<file path="src/hdl/assert_macros.svh">
// assertion macros shared by the stream pattern replace modules
`ifndef ASSERT_MACROS_SVH
`define ASSERT_MACROS_SVH

// property checked on every rising edge outside reset
`define SPR_ASSERT(label, clk, rst_n, prop, msg) \
  label: assert property (@(posedge clk) disable iff (!rst_n) prop) \
    else $error(msg);

// condition that must never be seen outside reset
`define SPR_NEVER(label, clk, rst_n, cond, msg) \
  label: assert property (@(posedge clk) disable iff (!rst_n) !(cond)) \
    else $error(msg);

`endif

</file>
<file path="src/hdl/spr_pkg.sv">
// shared types and constants for the stream pattern replace block
`default_nettype none

package spr_pkg;

  localparam int PATTERN_MAX_DEF     = 8;
  localparam int REPLACEMENT_MAX_DEF = 8;
  localparam int QUEUE_DEPTH         = 2;

  localparam int CFG_AW = 5;
  localparam int CFG_DW = 64;

  localparam logic [1:0] REG_PATTERN_BYTES     = 2'd0;
  localparam logic [1:0] REG_PATTERN_LEN       = 2'd1;
  localparam logic [1:0] REG_REPLACEMENT_BYTES = 2'd2;
  localparam logic [1:0] REG_REPLACEMENT_LEN   = 2'd3;

  localparam logic [7:0] NEWLINE = 8'h0A;

  typedef struct packed {
    logic [63:0] pattern_bytes;
    logic [3:0]  pattern_len;
    logic [63:0] replacement_bytes;
    logic [3:0]  replacement_len;
  } cfg_t;

endpackage

`default_nettype wire

</file>
<file path="src/hdl/spr_queue.sv">
// short command queue between the front and back parts
`default_nettype none
`include "assert_macros.svh"

module spr_queue #(
  parameter int W = 8
) (
  input  wire logic         clk,
  input  wire logic         rst_n,
  input  wire logic         push_valid,
  output logic              push_ready,
  input  wire logic [W-1:0] push_data,
  output logic              pop_valid,
  input  wire logic         pop_ready,
  output logic [W-1:0]      pop_data
);

  localparam int DEPTH = spr_pkg::QUEUE_DEPTH;
  localparam int PW    = (DEPTH > 1) ? $clog2(DEPTH) : 1;
  localparam int CW    = $clog2(DEPTH + 1);

  logic [W-1:0]  mem_r [DEPTH];
  logic [PW-1:0] wr_ptr_r, wr_ptr_nxt;
  logic [PW-1:0] rd_ptr_r, rd_ptr_nxt;
  logic [CW-1:0] cnt_r, cnt_nxt;
  logic          push, pop;

  assign push_ready = (cnt_r != CW'(DEPTH));
  assign pop_valid  = (cnt_r != '0);
  assign pop_data   = mem_r[rd_ptr_r];
  assign push       = push_valid && push_ready;
  assign pop        = pop_valid && pop_ready;

  always_comb begin
    wr_ptr_nxt = push ? wr_ptr_r + PW'(1) : wr_ptr_r;
    rd_ptr_nxt = pop ? rd_ptr_r + PW'(1) : rd_ptr_r;
    cnt_nxt    = cnt_r;
    if (push && !pop) begin
      cnt_nxt = cnt_r + CW'(1);
    end else if (pop && !push) begin
      cnt_nxt = cnt_r - CW'(1);
    end
  end

  always_ff @(posedge clk) begin
    if (!rst_n) begin
      wr_ptr_r <= '0;
      rd_ptr_r <= '0;
      cnt_r    <= '0;
    end else begin
      wr_ptr_r <= wr_ptr_nxt;
      rd_ptr_r <= rd_ptr_nxt;
      cnt_r    <= cnt_nxt;
    end
  end

  always_ff @(posedge clk) begin
    if (push) begin
      mem_r[wr_ptr_r] <= push_data;
    end
  end

  `SPR_ASSERT(a_cnt_in_range, clk, rst_n, cnt_r <= CW'(DEPTH), "queue count beyond depth")
  `SPR_ASSERT(a_ptr_agree, clk, rst_n, (cnt_r == '0 || cnt_r == CW'(DEPTH)) |-> wr_ptr_r == rd_ptr_r, "queue pointers disagree with count")

endmodule

`default_nettype wire

</file>
<file path="src/hdl/spr_front.sv">
// front part: sliding window, pattern compare and run command building
`default_nettype none
`include "assert_macros.svh"

module spr_front #(
  parameter int PATTERN_MAX     = spr_pkg::PATTERN_MAX_DEF,
  parameter int REPLACEMENT_MAX = spr_pkg::REPLACEMENT_MAX_DEF,
  parameter int RUN_MAX         = spr_pkg::PATTERN_MAX_DEF,
  parameter int CNT_W           = 4
) (
  input  wire logic                         clk,
  input  wire logic                         rst_n,
  input  wire spr_pkg::cfg_t                cfg,
  input  wire logic                         in_valid,
  output logic                              in_ready,
  input  wire logic [7:0]                   in_byte,
  input  wire logic                         in_end_of_stream,
  output logic                              cmd_valid,
  input  wire logic                         cmd_ready,
  output logic [RUN_MAX-1:0][7:0]           cmd_bytes,
  output logic [CNT_W-1:0]                  cmd_cnt
);

  localparam int FW  = $clog2(PATTERN_MAX + 1);
  localparam int IW  = (PATTERN_MAX > 1) ? $clog2(PATTERN_MAX) : 1;
  localparam int LW  = (FW > 4) ? FW : 4;
  localparam int RLW = (CNT_W > 4) ? CNT_W : 4;

  logic [PATTERN_MAX-1:0][7:0] win_r, win_nxt, wp, pat;
  logic [RUN_MAX-1:0][7:0]     rep;
  logic [FW-1:0]               fill_r, fill_nxt, fill1, len_eff, k;
  logic [LW-1:0]               len_w;
  logic [RLW-1:0]              rl_w;
  logic [CNT_W-1:0]            rl;
  logic                        line_open_r, line_open_nxt;
  logic                        match;
  logic                        accept;

  assign pat      = (PATTERN_MAX*8)'(cfg.pattern_bytes);
  assign rep      = (RUN_MAX*8)'(cfg.replacement_bytes);
  assign in_ready = cmd_ready;
  assign accept   = in_valid && in_ready;
  assign cmd_valid = in_valid && (cmd_cnt != '0);

  // effective lengths after the zero and saturation rules
  always_comb begin
    len_w = LW'(cfg.pattern_len);
    if (len_w == '0) begin
      len_w = LW'(1);
    end else if (len_w > LW'(PATTERN_MAX)) begin
      len_w = LW'(PATTERN_MAX);
    end
    len_eff = FW'(len_w);
    rl_w = RLW'(cfg.replacement_len);
    if (rl_w > RLW'(REPLACEMENT_MAX)) begin
      rl_w = RLW'(REPLACEMENT_MAX);
    end
    rl = CNT_W'(rl_w);
  end

  // window with the new byte (or the closing newline) appended
  always_comb begin
    wp = win_r;
    if (fill_r < FW'(PATTERN_MAX)) begin
      wp[fill_r[IW-1:0]] = in_end_of_stream ? spr_pkg::NEWLINE : in_byte;
    end
    fill1 = fill_r + FW'(1);
    match = 1'b1;
    for (int i = 0; i < PATTERN_MAX; i++) begin
      if (FW'(i) < len_eff) begin
        if (wp[i] != pat[i] || pat[i] == spr_pkg::NEWLINE) begin
          match = 1'b0;
        end
      end
    end
  end

  always_comb begin
    win_nxt       = win_r;
    fill_nxt      = fill_r;
    line_open_nxt = line_open_r;
    cmd_bytes     = (RUN_MAX*8)'(wp);
    cmd_cnt       = '0;
    k             = '0;
    if (in_end_of_stream) begin
      cmd_cnt       = CNT_W'(fill_r) + CNT_W'(line_open_r);
      fill_nxt      = '0;
      line_open_nxt = 1'b0;
    end else begin
      line_open_nxt = (in_byte != spr_pkg::NEWLINE);
      if (fill1 >= len_eff) begin
        if (fill1 == len_eff && match) begin
          cmd_bytes = rep;
          cmd_cnt   = rl;
          fill_nxt  = '0;
        end else begin
          // oldest bytes leave until one short of the pattern length
          k        = fill1 - len_eff + FW'(1);
          cmd_cnt  = CNT_W'(k);
          win_nxt  = wp >> {k, 3'b000};
          fill_nxt = len_eff - FW'(1);
        end
      end else begin
        win_nxt  = wp;
        fill_nxt = fill1;
      end
    end
  end

  always_ff @(posedge clk) begin
    if (!rst_n) begin
      fill_r      <= '0;
      line_open_r <= 1'b0;
    end else if (accept) begin
      fill_r      <= fill_nxt;
      line_open_r <= line_open_nxt;
    end
  end

  always_ff @(posedge clk) begin
    if (accept) begin
      win_r <= win_nxt;
    end
  end

  `SPR_ASSERT(a_fill_below_max, clk, rst_n, fill_r < FW'(PATTERN_MAX), "window full between items")
  `SPR_ASSERT(a_eos_clears, clk, rst_n, accept && in_end_of_stream |=> fill_r == '0 && !line_open_r, "end of stream left state behind")

endmodule

`default_nettype wire

</file>
<file path="src/hdl/spr_back.sv">
// back part: plays out each queued run one byte per cycle into the output register, while the receiver is ready
`default_nettype none
`include "assert_macros.svh"

module spr_back #(
  parameter int RUN_MAX = spr_pkg::PATTERN_MAX_DEF,
  parameter int CNT_W   = 4
) (
  input  wire logic                   clk,
  input  wire logic                   rst_n,
  input  wire logic                   q_valid,
  output logic                        q_ready,
  input  wire logic [RUN_MAX-1:0][7:0] q_bytes,
  input  wire logic [CNT_W-1:0]       q_cnt,
  output logic                        out_valid,
  input  wire logic                   out_ready,
  output logic [7:0]                  out_byte,
  output logic                        out_last_of_run
);

  localparam int IW = (RUN_MAX > 1) ? $clog2(RUN_MAX) : 1;

  logic [IW-1:0] idx_r, idx_nxt;
  logic          out_valid_r, out_valid_nxt;
  logic [7:0]    out_byte_r;
  logic          out_last_r;
  logic          load;
  logic          last;

  assign load    = q_valid && (!out_valid_r || out_ready);
  assign last    = (CNT_W'(idx_r) + CNT_W'(1)) == q_cnt;
  assign q_ready = load && last;

  assign out_valid       = out_valid_r;
  assign out_byte        = out_byte_r;
  assign out_last_of_run = out_last_r;

  always_comb begin
    idx_nxt       = idx_r;
    out_valid_nxt = out_valid_r;
    if (load) begin
      idx_nxt       = last ? '0 : idx_r + IW'(1);
      out_valid_nxt = 1'b1;
    end else if (out_ready) begin
      out_valid_nxt = 1'b0;
    end
  end

  always_ff @(posedge clk) begin
    if (!rst_n) begin
      idx_r       <= '0;
      out_valid_r <= 1'b0;
    end else begin
      idx_r       <= idx_nxt;
      out_valid_r <= out_valid_nxt;
    end
  end

  always_ff @(posedge clk) begin
    if (load) begin
      out_byte_r <= q_bytes[idx_r];
      out_last_r <= last;
    end
  end

  `SPR_ASSERT(a_run_held, clk, rst_n, idx_r != '0 |-> q_valid, "run left the queue mid-way")
  `SPR_ASSERT(a_idx_in_run, clk, rst_n, q_valid |-> CNT_W'(idx_r) < q_cnt, "byte index past run length")

endmodule

`default_nettype wire

</file>
<file path="src/hdl/stream_pattern_replace.sv">
// Streaming find-and-replace on a byte stream.
// Input channel (in_valid/in_ready): one text byte per item, or an end-of-stream
// item that flushes held bytes and closes an unterminated last line with a newline.
// Output channel (out_valid/out_ready): one byte per item; out_last_of_run marks
// the final byte caused by one input item. Items that cause nothing give no output.
// Configuration is a 64-bit APB-style port: pattern bytes at 0x00, pattern length
// at 0x08, replacement bytes at 0x10, replacement length at 0x18; pready is tied high.
// The first byte of an item's run passes through the run queue and then the output
// register before it appears on the output. Throughput: one item per cycle while
// each item yields at most one byte and the receiver is ready; a longer run is
// played out byte by byte through the single output register, and the two-entry
// run queue then fills and drops in_ready.
// When the receiver stalls the output register holds its byte, the queue fills and
// in_ready goes low; nothing is dropped.
// Reset: window empty, line closed, queue empty, pattern length 1, other config zero; data registers not reset.
`default_nettype none

module stream_pattern_replace #(
  parameter int PATTERN_MAX     = spr_pkg::PATTERN_MAX_DEF,
  parameter int REPLACEMENT_MAX = spr_pkg::REPLACEMENT_MAX_DEF
) (
  input  wire logic                       clk,
  input  wire logic                       rst_n,
  input  wire logic                       in_valid,
  output logic                            in_ready,
  input  wire logic [7:0]                 in_byte,
  input  wire logic                       in_end_of_stream,
  output logic                            out_valid,
  input  wire logic                       out_ready,
  output logic [7:0]                      out_byte,
  output logic                            out_last_of_run,
  input  wire logic                       psel,
  input  wire logic                       penable,
  input  wire logic                       pwrite,
  input  wire logic [spr_pkg::CFG_AW-1:0] paddr,
  input  wire logic [spr_pkg::CFG_DW-1:0] pwdata,
  output logic [spr_pkg::CFG_DW-1:0]      prdata,
  output logic                            pready
);

  localparam int RUN_MAX = (PATTERN_MAX > REPLACEMENT_MAX) ? PATTERN_MAX : REPLACEMENT_MAX;
  localparam int CNT_W   = $clog2(RUN_MAX + 1);
  localparam int CMD_W   = RUN_MAX * 8 + CNT_W;

  spr_pkg::cfg_t cfg_r;
  logic [1:0]    reg_idx;
  logic          wr_en;

  logic                    cmd_valid, cmd_ready;
  logic [RUN_MAX-1:0][7:0] cmd_bytes, q_bytes;
  logic [CNT_W-1:0]        cmd_cnt, q_cnt;
  logic                    q_valid, q_ready;
  logic [CMD_W-1:0]        q_data;

  assign pready  = 1'b1;
  assign reg_idx = paddr[4:3];
  assign wr_en   = psel && penable && pwrite;

  always_ff @(posedge clk) begin
    if (!rst_n) begin
      cfg_r.pattern_bytes     <= '0;
      cfg_r.pattern_len       <= 4'd1;
      cfg_r.replacement_bytes <= '0;
      cfg_r.replacement_len   <= '0;
    end else if (wr_en) begin
      case (reg_idx)
        spr_pkg::REG_PATTERN_BYTES:     cfg_r.pattern_bytes     <= pwdata;
        spr_pkg::REG_PATTERN_LEN:       cfg_r.pattern_len       <= pwdata[3:0];
        spr_pkg::REG_REPLACEMENT_BYTES: cfg_r.replacement_bytes <= pwdata;
        spr_pkg::REG_REPLACEMENT_LEN:   cfg_r.replacement_len   <= pwdata[3:0];
        default: ;
      endcase
    end
  end

  always_comb begin
    case (reg_idx)
      spr_pkg::REG_PATTERN_BYTES:     prdata = cfg_r.pattern_bytes;
      spr_pkg::REG_PATTERN_LEN:       prdata = spr_pkg::CFG_DW'(cfg_r.pattern_len);
      spr_pkg::REG_REPLACEMENT_BYTES: prdata = cfg_r.replacement_bytes;
      spr_pkg::REG_REPLACEMENT_LEN:   prdata = spr_pkg::CFG_DW'(cfg_r.replacement_len);
      default:                        prdata = '0;
    endcase
  end

  spr_front #(
    .PATTERN_MAX     (PATTERN_MAX),
    .REPLACEMENT_MAX (REPLACEMENT_MAX),
    .RUN_MAX         (RUN_MAX),
    .CNT_W           (CNT_W)
  ) u_front (
    .clk              (clk),
    .rst_n            (rst_n),
    .cfg              (cfg_r),
    .in_valid         (in_valid),
    .in_ready         (in_ready),
    .in_byte          (in_byte),
    .in_end_of_stream (in_end_of_stream),
    .cmd_valid        (cmd_valid),
    .cmd_ready        (cmd_ready),
    .cmd_bytes        (cmd_bytes),
    .cmd_cnt          (cmd_cnt)
  );

  spr_queue #(
    .W (CMD_W)
  ) u_queue (
    .clk        (clk),
    .rst_n      (rst_n),
    .push_valid (cmd_valid),
    .push_ready (cmd_ready),
    .push_data  ({cmd_cnt, cmd_bytes}),
    .pop_valid  (q_valid),
    .pop_ready  (q_ready),
    .pop_data   (q_data)
  );

  assign q_bytes = q_data[RUN_MAX*8-1:0];
  assign q_cnt   = q_data[CMD_W-1:RUN_MAX*8];

  spr_back #(
    .RUN_MAX (RUN_MAX),
    .CNT_W   (CNT_W)
  ) u_back (
    .clk             (clk),
    .rst_n           (rst_n),
    .q_valid         (q_valid),
    .q_ready         (q_ready),
    .q_bytes         (q_bytes),
    .q_cnt           (q_cnt),
    .out_valid       (out_valid),
    .out_ready       (out_ready),
    .out_byte        (out_byte),
    .out_last_of_run (out_last_of_run)
  );

endmodule

`default_nettype wire

</file>
<file path="config.mk">
export PLATFORM = sky130hd
export DESIGN_NAME = stream_pattern_replace
export DESIGN_NICKNAME = d
export VERILOG_FILES = /design/src/hdl/spr_pkg.sv /design/src/hdl/spr_queue.sv /design/src/hdl/spr_front.sv /design/src/hdl/spr_back.sv /design/src/hdl/stream_pattern_replace.sv
export VERILOG_INCLUDE_DIRS = /design/src /design/src/hdl
export SDC_FILE = /design/constraint.sdc
export NUM_CORES = 1
export LEC_CHECK = 0
export ABC_AREA = 0
export BUFFER_PORTS_ARGS = -buffer_cell sky130_fd_sc_hd__buf_2
export CAP_MARGIN = 20
export CORE_ASPECT_RATIO = 0.9
export CORE_MARGIN = 3
export CORE_UTILIZATION = 50
export CTS_BUF_LIST = sky130_fd_sc_hd__clkbuf_16
export CTS_CLUSTER_DIAMETER = 120
export DETAILED_ROUTE_END_ITERATION = 10
export HOLD_SLACK_MARGIN = 0.05
export PLACE_DENSITY = 0.79
export SETUP_SLACK_MARGIN = 0.1
export SLEW_MARGIN = 20
export SYNTH_ARGS = -nofsm -noshare
export SYNTH_HDL_FRONTEND = slang
export SYNTH_SLANG_ARGS = --single-unit
</file>
<file path="constraint.sdc">
create_clock -name clk -period 12.1 [get_ports clk]
set_input_delay 1.21 -clock clk [delete_from_list [all_inputs] [get_ports clk]]
set_output_delay 1.21 -clock clk [all_outputs]
set_load 0.01 [all_outputs]
</file>
==> parameters.txt, run 1 <==
Parameter                              Value

STA
  Number of pins exceeding their max-slew limit in the final report    0
  Worst clock skew    0.02181 ns
  Setup violation total in the final timing report    0
  Period Utilization, post-route    0.5374
  RSZ-0062 raised after global routing    false
  Max transition margin    0.2452
  Actual slew at the worst max-slew pin    1.127 ns
  Post-route setup slack    5.597 ns
  Worst hold slack    0.4861 ns
  Min cycle time layout    6.503 ns
  Highest Clock Rate    0.1538 GHz
  Hold violation total from the final report    0
  Summed negative setup slack over all endpoints    0 ns

Pwr
  Total Power Consumption    3.254 mW
  Pwr Density    150.8 mW/mm2
  Maximum resistive drop on vdd    120.9 uV
  Leakage power    8.163 nW

Placed design
  Placer Congestion    0.9570
  Half-perimeter wire length of the detailed placement result    40100 um
  Port buffer count    156
  Area after detailed placement    0.02038 mm2
  Count of placed standard cells including taps    2383
  Worst setup slack after placement    5.517 ns

Layout
  Final net count    2044
  Share of layout cells above drive strength 1    0.1947
  Summed area of non-filler cells in the final layout    0.02158 mm2
  Relative area change from synthesis to final layout    12.82%
  Layout filler cell count    3107
  Diodes inserted    0
  Final non-filler cell total    2455
  Core Util, Final    0.5759

Floorplan
  Total core area    0.03747 mm2
  Die height    191.6 um
  DIE AREA    0.04065 mm2
  Floorplan die width    212.2 um
  Number of placed I/O pins    161
  Starting Density    0.5105
  Total number of placement rows    67

Critical path
  Capturing element type of the critical path    flop
  Data arrival, critical path    6.95 ns
  Critical path, cell by cell    nor4b_4 > mux2i_1 > xnor2_1 > nor4_1 > a32oi_1 > nor3_1 > a2111oi_0 > nand4b_1 > nor2_1 > a21oi_1 > ha_1 > or3_1 > a21boi_0
  Crit path required time    12.55 ns
  Category of the most critical setup path    flop to flop
  Maximum fanout along the worst path    15
  Critical path startpoint category    flop
  Worst path slowest cell    nor4b_4
  Largest stage delay, worst path    1.04 ns

Yosys
  Flip-flop cell with the highest count after synthesis    edfxtp_1
  Seq cells post-synth    359
  Synth Instances    1838
  Yosys top cell by area    edfxtp_1
  Share of flip-flops with an asynchronous set or reset after synthesis    0
  Synthesized cell area    0.01913 mm2
  Syn nets    1941
  Number of unique standard cell types used by synthesis    75
  Mean instance size in the synthesized netlist    10.41 um2
  Sequential area share after synthesis    0.4851
  Area share of the largest cell type after synthesis    0.3281
  Yosys warning total    0
  Top cells by instance count after synthesis    nand2_1 (309), edfxtp_1 (209), nor2_1 (182)
  Leading cell types by total area after synthesis    edfxtp_1 (33%), dfxtp_1 (16%), mux2i_1 (7.8%)
  Number of enable-type register cells in the synthesized netlist    209
  Count leader, synth    nand2_1

Clock network
  Clock buffers created by TritonCTS    39
  Total number of clock tree sinks    359
  Clock latency at the later pin of the worst-skew pair    0.54 ns
  Htree depth    2
  TritonCTS clock tree    yes
  Setup Buffers After CTS    0
  Post-cts repair resize count    0
  Post-CTS Hold Buffers    0
  Clock root buffer    clkbuf_16
  Clock Pin Slew Worst Setup and Hold Paths    0.06 ns
  Buffer depth of the longest clock path    3

Global route
  Global router's overall resource usage    0.2823
  Antenna violations before repair    1
  Vias in the first global route    14560
  Total overflow reported by the global router    0
  Maximum number of pins on one net before global-route repair    104
  Global-route wire length before repair    88060 um

Detailed routing
  Overall via count from detail_route    15370
  Final routed DRC violation total    0
  Drt first pass iters    6
  Mean number of vias per cell    6.260
  Aggregate routed wire length    58060 um
  Per-cell routed wire length    23.65 um
  Remaining number of nets flagged by the antenna check after routing    0
  Detailed Route Iter0 Violations    1907

Run
  Max-capacitance violation count    0

Min path
  Hold Crit Class    flop to flop

Status
  Status    complete, no violations
==> where the power goes <==
part,leakage [nW],internal (mW),switching (mW)
Combinational,4.35,0.253,0.403
Clock,0.662,0.635,0.491
Sequential,3.16,1.43,0.0391
Total,8.16,2.32,0.933
==> cell families after synthesis <==
family	after synthesis	share of synthesized area
XOR/XNOR	64	0.02930
AO/OA/AOI/OAI	385	0.1334
adder cells (fa/ha/maj)	18	0.01256
buffers and inverters	157	0.03329
flip-flops	359	0.4851
AND/OR/NAND/NOR	607	0.1398
multiplexers	247	0.1665
other	1	0.0001960
==> final timing paths <==
path                                   startpoint          endpoint  slack [ns]  cells after the start
worst min register to register          cfg_r[51]         cfg_r[51]        0.49                      2
worst max register to register  u_front.fill_r[2]  u_queue.cnt_r[1]        5.60                     13
worst max-delay path            u_front.fill_r[2]  u_queue.cnt_r[1]        5.60                     13
worst min-delay path                    cfg_r[51]         cfg_r[51]        0.49                      2
==> sequential cells by signal (all words and copies together) (netlist names), 2 cells and up, named ones only <==
signal,flops
cfg_r,136
u_queue.mem_r,136
u_front.win_r,64
u_back.out_byte,8
u_front.fill_r,4
u_back.idx_r,3
u_queue.cnt_r,2
==> placed cells by master, fill, tap and decap left out, drive strengths merged, types with 7 or more instances in the layout <==
cell    netlist  routed
a21boi      130     130
nand2       309     309
mux2         39      39
clkbuf      109      41
nor3          9       9
mux4         50      50
nand2b        7       7
clkinv        0       8
xor2         22      22
a21oi       100     100
inv          16      38
o22a         20      20
nor4         15      15
edfxtp      209     209
buf          32     203
o21ai        40      40
o22ai        58      58
ha           16      16
mux2i       158     158
dfxtp       150     150
nor2        182     182
nor2b        17      17
nor4b        10      10
and2          7       7
nand3        12      12
xnor2        42      42
==> final cells by class <==
class / instances / area, um2 / area share
clock buffers: 41 / 1026 / 0.04754
clock inverters: 31 / 172.7 / 0.008001
inverters: 16 / 60.06 / 0.002783
multi-input cells: 1322 / 9300 / 0.4309
flip-flops and latches: 359 / 9280 / 0.4300
well taps: 483 / 604.3 / 0.02800
repair buffers: 203 / 1139 / 0.05276
==> critical path, delay by kind of cell, from the launching register on <==
| family | cells | cell delay (ns) |
|---|---|---|
| fa+ha+maj | 1 | 0.35 |
| compound gates | 4 | 0.73 |
| flops | 1 | 0.87 |
| mux | 1 | 0.73 |
| xor+xnor | 1 | 0.13 |
| simple gates | 6 | 3.62 |
==> metal layers <==
metal | track usage | up-vias | routed length (um)
met3 | 0.05842 | 120 | 6018
met5 | 0 | - | 12
met4 | 0.08833 | 2 | 1834
met1 | 0.3895 | 7565 | 22990
met2 | 0.4494 | 822 | 27210
li1 | - | 6859 | -
Power figures use the tool's default switching activity.
==> inputs of run 2 (changes only) <==
Settings changed: ABC_AREA 0 to 1.
Clock period 12.1 ns to 6.1 ns, I/O delays scaled along.
==> run 2 against run 1 <==
Setup slack got worse by 4.3 ns; synthesized area rose by 0.17%; flip-flop and latch count unchanged; synthesized cell count up 33%; count of clock-buffer cells in the layout decreased by 1; combinational power up 150%; first-iteration DRC count is 39% higher.
==> parameters.txt, run 2 <==
Parameter                              Value

Clock network
  Clock Pin Slew Worst Setup and Hold Paths    0.06 ns
  Total number of clock tree sinks    359
  Setup Buffers After CTS    0
  Post-cts repair resize count    0
  TritonCTS clock tree    yes
  Post-CTS Hold Buffers    0
  Clock buffers created by TritonCTS    40
  Clock root buffer    clkbuf_16
  Clock latency at the later pin of the worst-skew pair    0.55 ns
  Htree depth    2
  Buffer depth of the longest clock path    3

Layout
  Final non-filler cell total    3047
  Highest-count cells in the layout ignoring fill and taps    nand2_1 (495), o21ai_0 (340), nor2_1 (262)
  Final net count    2635
  Share of layout cells above drive strength 1    0.1213
  Most common cell after layout, fill and taps aside    nand2_1
  Summed area of non-filler cells in the final layout    0.02165 mm2
  Relative area change from synthesis to final layout    12.97%
  Largest registers    cfg_r (136), u_queue.mem_r (136), u_front.win_r (64)

Global route
  Global router's overall resource usage    0.3362
  Global-route wire length before repair    103400 um
  Maximum number of pins on one net before global-route repair    92
  Vias in the first global route    16700
  Antenna violations before repair    1
  Total overflow reported by the global router    0

Yosys
  Count leader, synth    nand2_1
  Syn nets    2540
  Flip-flop cell with the highest count after synthesis    edfxtp_1
  Number of enable-type register cells in the synthesized netlist    209
  Synthesized cell area    0.01916 mm2
  Share of flip-flops with an asynchronous set or reset after synthesis    0
  Number of unique standard cell types used by synthesis    51
  Top cells by instance count after synthesis    nand2_1 (495), o21ai_0 (340), nor2_1 (266)
  Yosys top cell by area    edfxtp_1
  Seq cells post-synth    359
  Yosys warning total    0
  Mean instance size in the synthesized netlist    7.863 um2
  Leading cell types by total area after synthesis    edfxtp_1 (33%), dfxtp_1 (16%), nand2_1 (9.7%)
  Synth Instances    2437
  Area share of the largest cell type after synthesis    0.3275
  Sequential area share after synthesis    0.4842

Floorplan
  Total core area    0.03756 mm2
  Floorplan die width    212.4 um
  Starting Density    0.5102
  Die height    191.7 um
  DIE AREA    0.04071 mm2
  Number of placed I/O pins    161
  Total number of placement rows    67

Detailed routing
  Overall via count from detail_route    18360
  Remaining number of nets flagged by the antenna check after routing    0
  Final routed DRC violation total    0
  Mean number of vias per cell    6.025
  Aggregate routed wire length    69720 um
  Detailed Route Iter0 Violations    2656
  Drt first pass iters    7
  Per-cell routed wire length    22.88 um

Run
  Max-capacitance violation count    0

Critical path
  Critical path startpoint category    flop
  Reg2Reg Setup Slack    1.30 ns
  Data arrival, critical path    4.99 ns
  Largest stage delay, worst path    0.84 ns
  Worst path slowest cell    o21ai_0
  Most repeated library cell on the critical path    nand2_1
  Capturing element type of the critical path    flop
  Critical path, cell by cell    inv_2 > nor2_4 > nand2_1 > o21ai_0 > inv_1 > nor2_1 > a21oi_1 > nand3_1 > nand2_1 > nand3_1 > nor2_4 > nand2_2 > nand2_1 > nand2_1 > nand2_1 > nand2_1 > nor2_2 > nand2_2 > nand2_1 > nor2_4 > buf_12
  Maximum fanout along the worst path    64
  Crit path required time    6.28 ns
  Category of the most critical setup path    flop to flop

STA
  Actual slew at the worst max-slew pin    1.116 ns
  Summed negative setup slack over all endpoints    0 ns
  Period Utilization, post-route    0.7874
  Worst clock skew    0.01757 ns
  Setup violation total in the final timing report    0
  RSZ-0062 raised after global routing    false
  Min cycle time layout    4.803 ns
  Max transition margin    0.2533
  Post-route setup slack    1.297 ns
  Hold violation total from the final report    0
  Highest Clock Rate    0.2082 GHz
  Number of pins exceeding their max-slew limit in the final report    0

Pwr
  Leakage power    8.996 nW
  Pwr Density    330.0 mW/mm2
  Total Power Consumption    7.143 mW
  Maximum resistive drop on vdd    172.2 uV

Placed design
  Port buffer count    156
  Placer Congestion    1.032
  Worst setup slack after placement    1.333 ns
  Area after detailed placement    0.02032 mm2
  Half-perimeter wire length of the detailed placement result    49980 um
  Count of placed standard cells including taps    2973

Min path
  Hold Crit Class    input port to flop

Status
  Status    complete, no violations
## run 2: changes by cell type after synthesis, moves of 38 or more
| cell | before | now |
|---|---|---|
| xnor2_1 | 42 | 3 |
| nand2_1 | 309 | 495 |
| nor2_1 | 182 | 266 |
| o21ai_0 | 39 | 340 |
| o211ai_1 | 0 | 45 |
| mux2i_1 | 149 | 41 |
| a21oi_1 | 99 | 206 |
| mux2_2 | 38 | 0 |
| inv_1 | 15 | 234 |
| a21boi_0 | 130 | 0 |
| mux4_2 | 50 | 0 |
| nand3_1 | 12 | 87 |
## run 2: final timing paths
check,from,end,cells after the start
hold reg to reg,cfg_r[47],cfg_r[47],2
setup reg to reg,u_front.fill_r[0],u_queue.mem_r[0][11],21
setup / recovery,u_front.fill_r[0],u_queue.mem_r[0][11],21
hold / removal,pwdata[16],cfg_r[20],3
## run 2: worst max-delay path, delay by kind of cell, from the launching register on
| family | cells | cell delay [ns] |
|---|---|---|
| buffers and inverters | 3 | 0.71 |
| and+or+nand+nor | 16 | 2.19 |
| AOI/OAI and AO/OA | 2 | 0.89 |
| DFF | 1 | 0.49 |
## run 2: cell families after synthesis
family | count (synthesis) | synth area share
buf+inv | 388 | 0.07940
mux | 41 | 0.02142
xor+xnor | 18 | 0.008228
compound gates | 710 | 0.2033
flops | 359 | 0.4842
simple gates | 902 | 0.1907
other cells | 1 | 0.0001957
fa+ha+maj | 18 | 0.01254
## run 2: layer usage
metal | GRT usage | routed length [um]
met1 | 0.4800 | 28350
met2 | 0.4953 | 29740
met3 | 0.06239 | 7917
met4 | 0.1586 | 3695
met5 | 0 | 13
## run 2: power breakdown
| group | total (mW) | internal [mW] | switching [mW] |
|---|---|---|---|
| clock network | 2.48 | 1.46 | 1.02 |
| logic | 1.63 | 0.486 | 1.15 |
| registers | 3.03 | 2.89 | 0.146 |
## run 2: layout make-up
type | count | area (um2)
tap | 483 | 604.3
clock inverter | 33 | 325.3
timing repair buffer | 196 | 1109
sequential | 359 | 9283
inverter | 245 | 923.4
antenna | 1 | 2.502
clock buffer | 40 | 1001
multi-input combinational | 1690 | 8399
fill | 3428 | 15910
## run 2: stage by stage
step / hold WS (ns) / utilization
after detailed placement: 0.4626 / 0.5410
final: 0.3018 / 0.5764
after global routing: 0.2956 / 0.5763
after global placement: 0.4577 / 0.5410
after floorplan: 0.4451 / -
after CTS: 0.2890 / 0.5763
==> inputs of run 3 (changes only) <==
Settings changed: PLACE_DENSITY 0.79 to 0.81.
Clock period 6.1 ns to 4.2 ns, I/O delays scaled along.
==> run 3 against run 2 <==
Wire length up 6.4%; first-iteration DRC count decreased by 5.0%; utilization up 3.9 points; clock power up 43%; maximum frequency grew 23%; register-to-register slack worse by 1.0 ns; combinational power rose by 72%; count of clock-buffer cells in the layout stayed put; die area unchanged; clock skew is 0.0030 ns higher; setup slack got worse by 1.0 ns; cell count increased by 5.3%; critical path type unchanged; critical endpoint is now u_queue.cnt_r[1]; highest routed layer is now met4.
==> parameters.txt, run 3 (synthesized netlist as in run 2, its figures left out) <==
Parameter                              Value

Placed design
  Port buffer count    156
  Half-perimeter wire length of the detailed placement result    54370 um
  Worst setup slack after placement    0.05901 ns
  Count of placed standard cells including taps    3136
  Area after detailed placement    0.02171 mm2
  Placer Congestion    1.003

Layout
  Summed area of non-filler cells in the final layout    0.02310 mm2
  Relative area change from synthesis to final layout    20.54%
  Total area of sequential cells    0.009285 mm2
  Share of layout cells above drive strength 1    0.1794
  Core Util, Final    0.6150
  Layout filler cell count    3325
  Largest registers    cfg_r (136), u_queue.mem_r (136), u_front.win_r (64)
  Highest-count cells in the layout ignoring fill and taps    nand2_1 (493), o21ai_0 (336), nor2_1 (257)
  Final non-filler cell total    3210
  Most common cell after layout, fill and taps aside    nand2_1
  Area taken by multi-input logic gates    0.008451 mm2
  Final net count    2798

STA
  Hold violation total from the final report    0
  Max transition margin    0.3301
  RSZ-0062 raised after global routing    true
  Min cycle time layout    3.919 ns
  Post-route setup slack    0.2813 ns
  Setup violation total in the final timing report    0
  Highest Clock Rate    0.2552 GHz
  Actual slew at the worst max-slew pin    1.005 ns
  Period Utilization, post-route    0.9330
  Worst clock skew    0.02058 ns
  Number of pins exceeding their max-slew limit in the final report    0

Critical path
  Maximum fanout along the worst path    17
  Category of the most critical setup path    flop to flop
  Number of buffers and inverters on the critical path    4
  Kind of cell adding the most delay to the critical path    simple AND/OR/NAND/NOR gates
  Most repeated library cell on the critical path    nand2_1
  Largest stage delay, worst path    0.39 ns
  Critical path, cell by cell    inv_2 > nor2_4 > buf_4 > nand2_4 > o21ai_1 > o211ai_1 > nor2_1 > buf_4 > nand2_1 > nand2_1 > nand2_1 > nor2_4 > nand2_2 > o21ai_1 > nand2_1 > nor2_1 > nand2_2 > nand2_1 > inv_1 > ha_1 > a21oi_1 > o21ai_0 > o21ai_0 > a21oi_1
  Data arrival, critical path    4.36 ns
  Critical path startpoint category    flop
  Reg2Reg Setup Slack    0.28 ns
  Crit path required time    4.64 ns
  Capturing element type of the critical path    flop
  Worst path slowest cell    dfxtp_1

Status
  Status    complete, no violations

Global route
  Vias in the first global route    17580
  Antenna violations before repair    2
  Global router's overall resource usage    0.3594
  Global-route wire length before repair    109000 um
  Maximum number of pins on one net before global-route repair    93
  Total overflow reported by the global router    0

Detailed routing
  Remaining number of nets flagged by the antenna check after routing    0
  Aggregate routed wire length    74210 um
  Detailed Route Iter0 Violations    2523
  Drt first pass iters    6
  Mean number of vias per cell    5.938
  Per-cell routed wire length    23.12 um
  Final routed DRC violation total    0
  Overall via count from detail_route    19060

Pwr
  Maximum resistive drop on vdd    301.0 uV
  Pwr Density    462.6 mW/mm2
  Leakage power    9.837 nW

Floorplan
  Total number of placement rows    67
  Die height    191.7 um
  Total core area    0.03756 mm2
  Starting Density    0.5102
  Floorplan die width    212.4 um
  Number of placed I/O pins    161
  DIE AREA    0.04071 mm2

Min path
  Hold Crit Class    input port to flop

Clock network
  Total number of clock tree sinks    359
  Post-CTS Hold Buffers    0
  Clock latency at the later pin of the worst-skew pair    0.57 ns
  Htree depth    2
  Buffer depth of the longest clock path    3
  Clock root buffer    clkbuf_16
  Clock Pin Slew Worst Setup and Hold Paths    0.07 ns
  Clock buffers created by TritonCTS    39
  TritonCTS clock tree    yes

Run
  Max-capacitance violation count    0
[run 3: cell types whose count changed in the layout (fill, tap and decap cells not counted), sizes merged]
cell    previous run  this run
inv              247       242
bufinv             6         5
buf              196       360
clkinv            22        27
[run 3: power by group]
| part | switching [mW] | internal [mW] | total, mW |
|---|---|---|---|
| clock network | 1.50 | 2.05 | 3.55 |
| logic | 1.87 | 0.942 | 2.81 |
| registers | 0.135 | 4.19 | 4.32 |
[run 3: cell type report]
| cell class | count | area share |
|---|---|---|
| sequential | 359 | 0.4020 |
| multi-input combinational | 1690 | 0.3659 |
| timing repair buffer | 360 | 0.1092 |
| clock buffer | 40 | 0.04334 |
| inverter | 245 | 0.04014 |
| tap | 483 | 0.02616 |
| clock inverter | 32 | 0.01316 |
| antenna | 1 | 0.0001083 |
[run 3: what timing repair did]
item | 4_1_cts | 5_1_grt
hold endpoints to repair | 0 | 0
endpoints found under the setup margin | 0 | 165
gates resized for setup | 0 | 20
buffers inserted | 0 | 0
[run 3: worst min-delay path: cells and delay by family]
family        cells  cell delay (ns)
buf+inv           1             0.09
simple gates      2             0.12
[run 3: path summary, 6_finish.rpt]
path / end / depth (start not counted) / start
max reg2reg: u_queue.cnt_r[1] / 24 / u_front.fill_r[0]
min: cfg_r[48] / 3 / pwdata[44]
max: u_queue.cnt_r[1] / 24 / u_front.fill_r[0]
min reg2reg: u_front.line_open_r / 2 / u_front.line_open_r
[run 3: per-layer routing]
layer,track usage,wire length (um)
met3,0.06745,7835
met4,0.1980,4638
met1,0.4959,30130
met5,0,0
met2,0.5353,31610
[run 3: stage by stage]
stage | setup TNS [ns] | total power [mW] | hold slack (ns)
2_1_floorplan | 0 | 5.829 | 0.4451
3_3_place_gp | -0.009327 | 7.025 | 0.4573
3_5_place_dp | 0 | 7.093 | 0.4635
4_1_cts | 0 | 10.63 | 0.07888
5_1_grt | -0.009107 | 11.07 | 0.1129
6_report | 0 | 10.68 | 0.1013
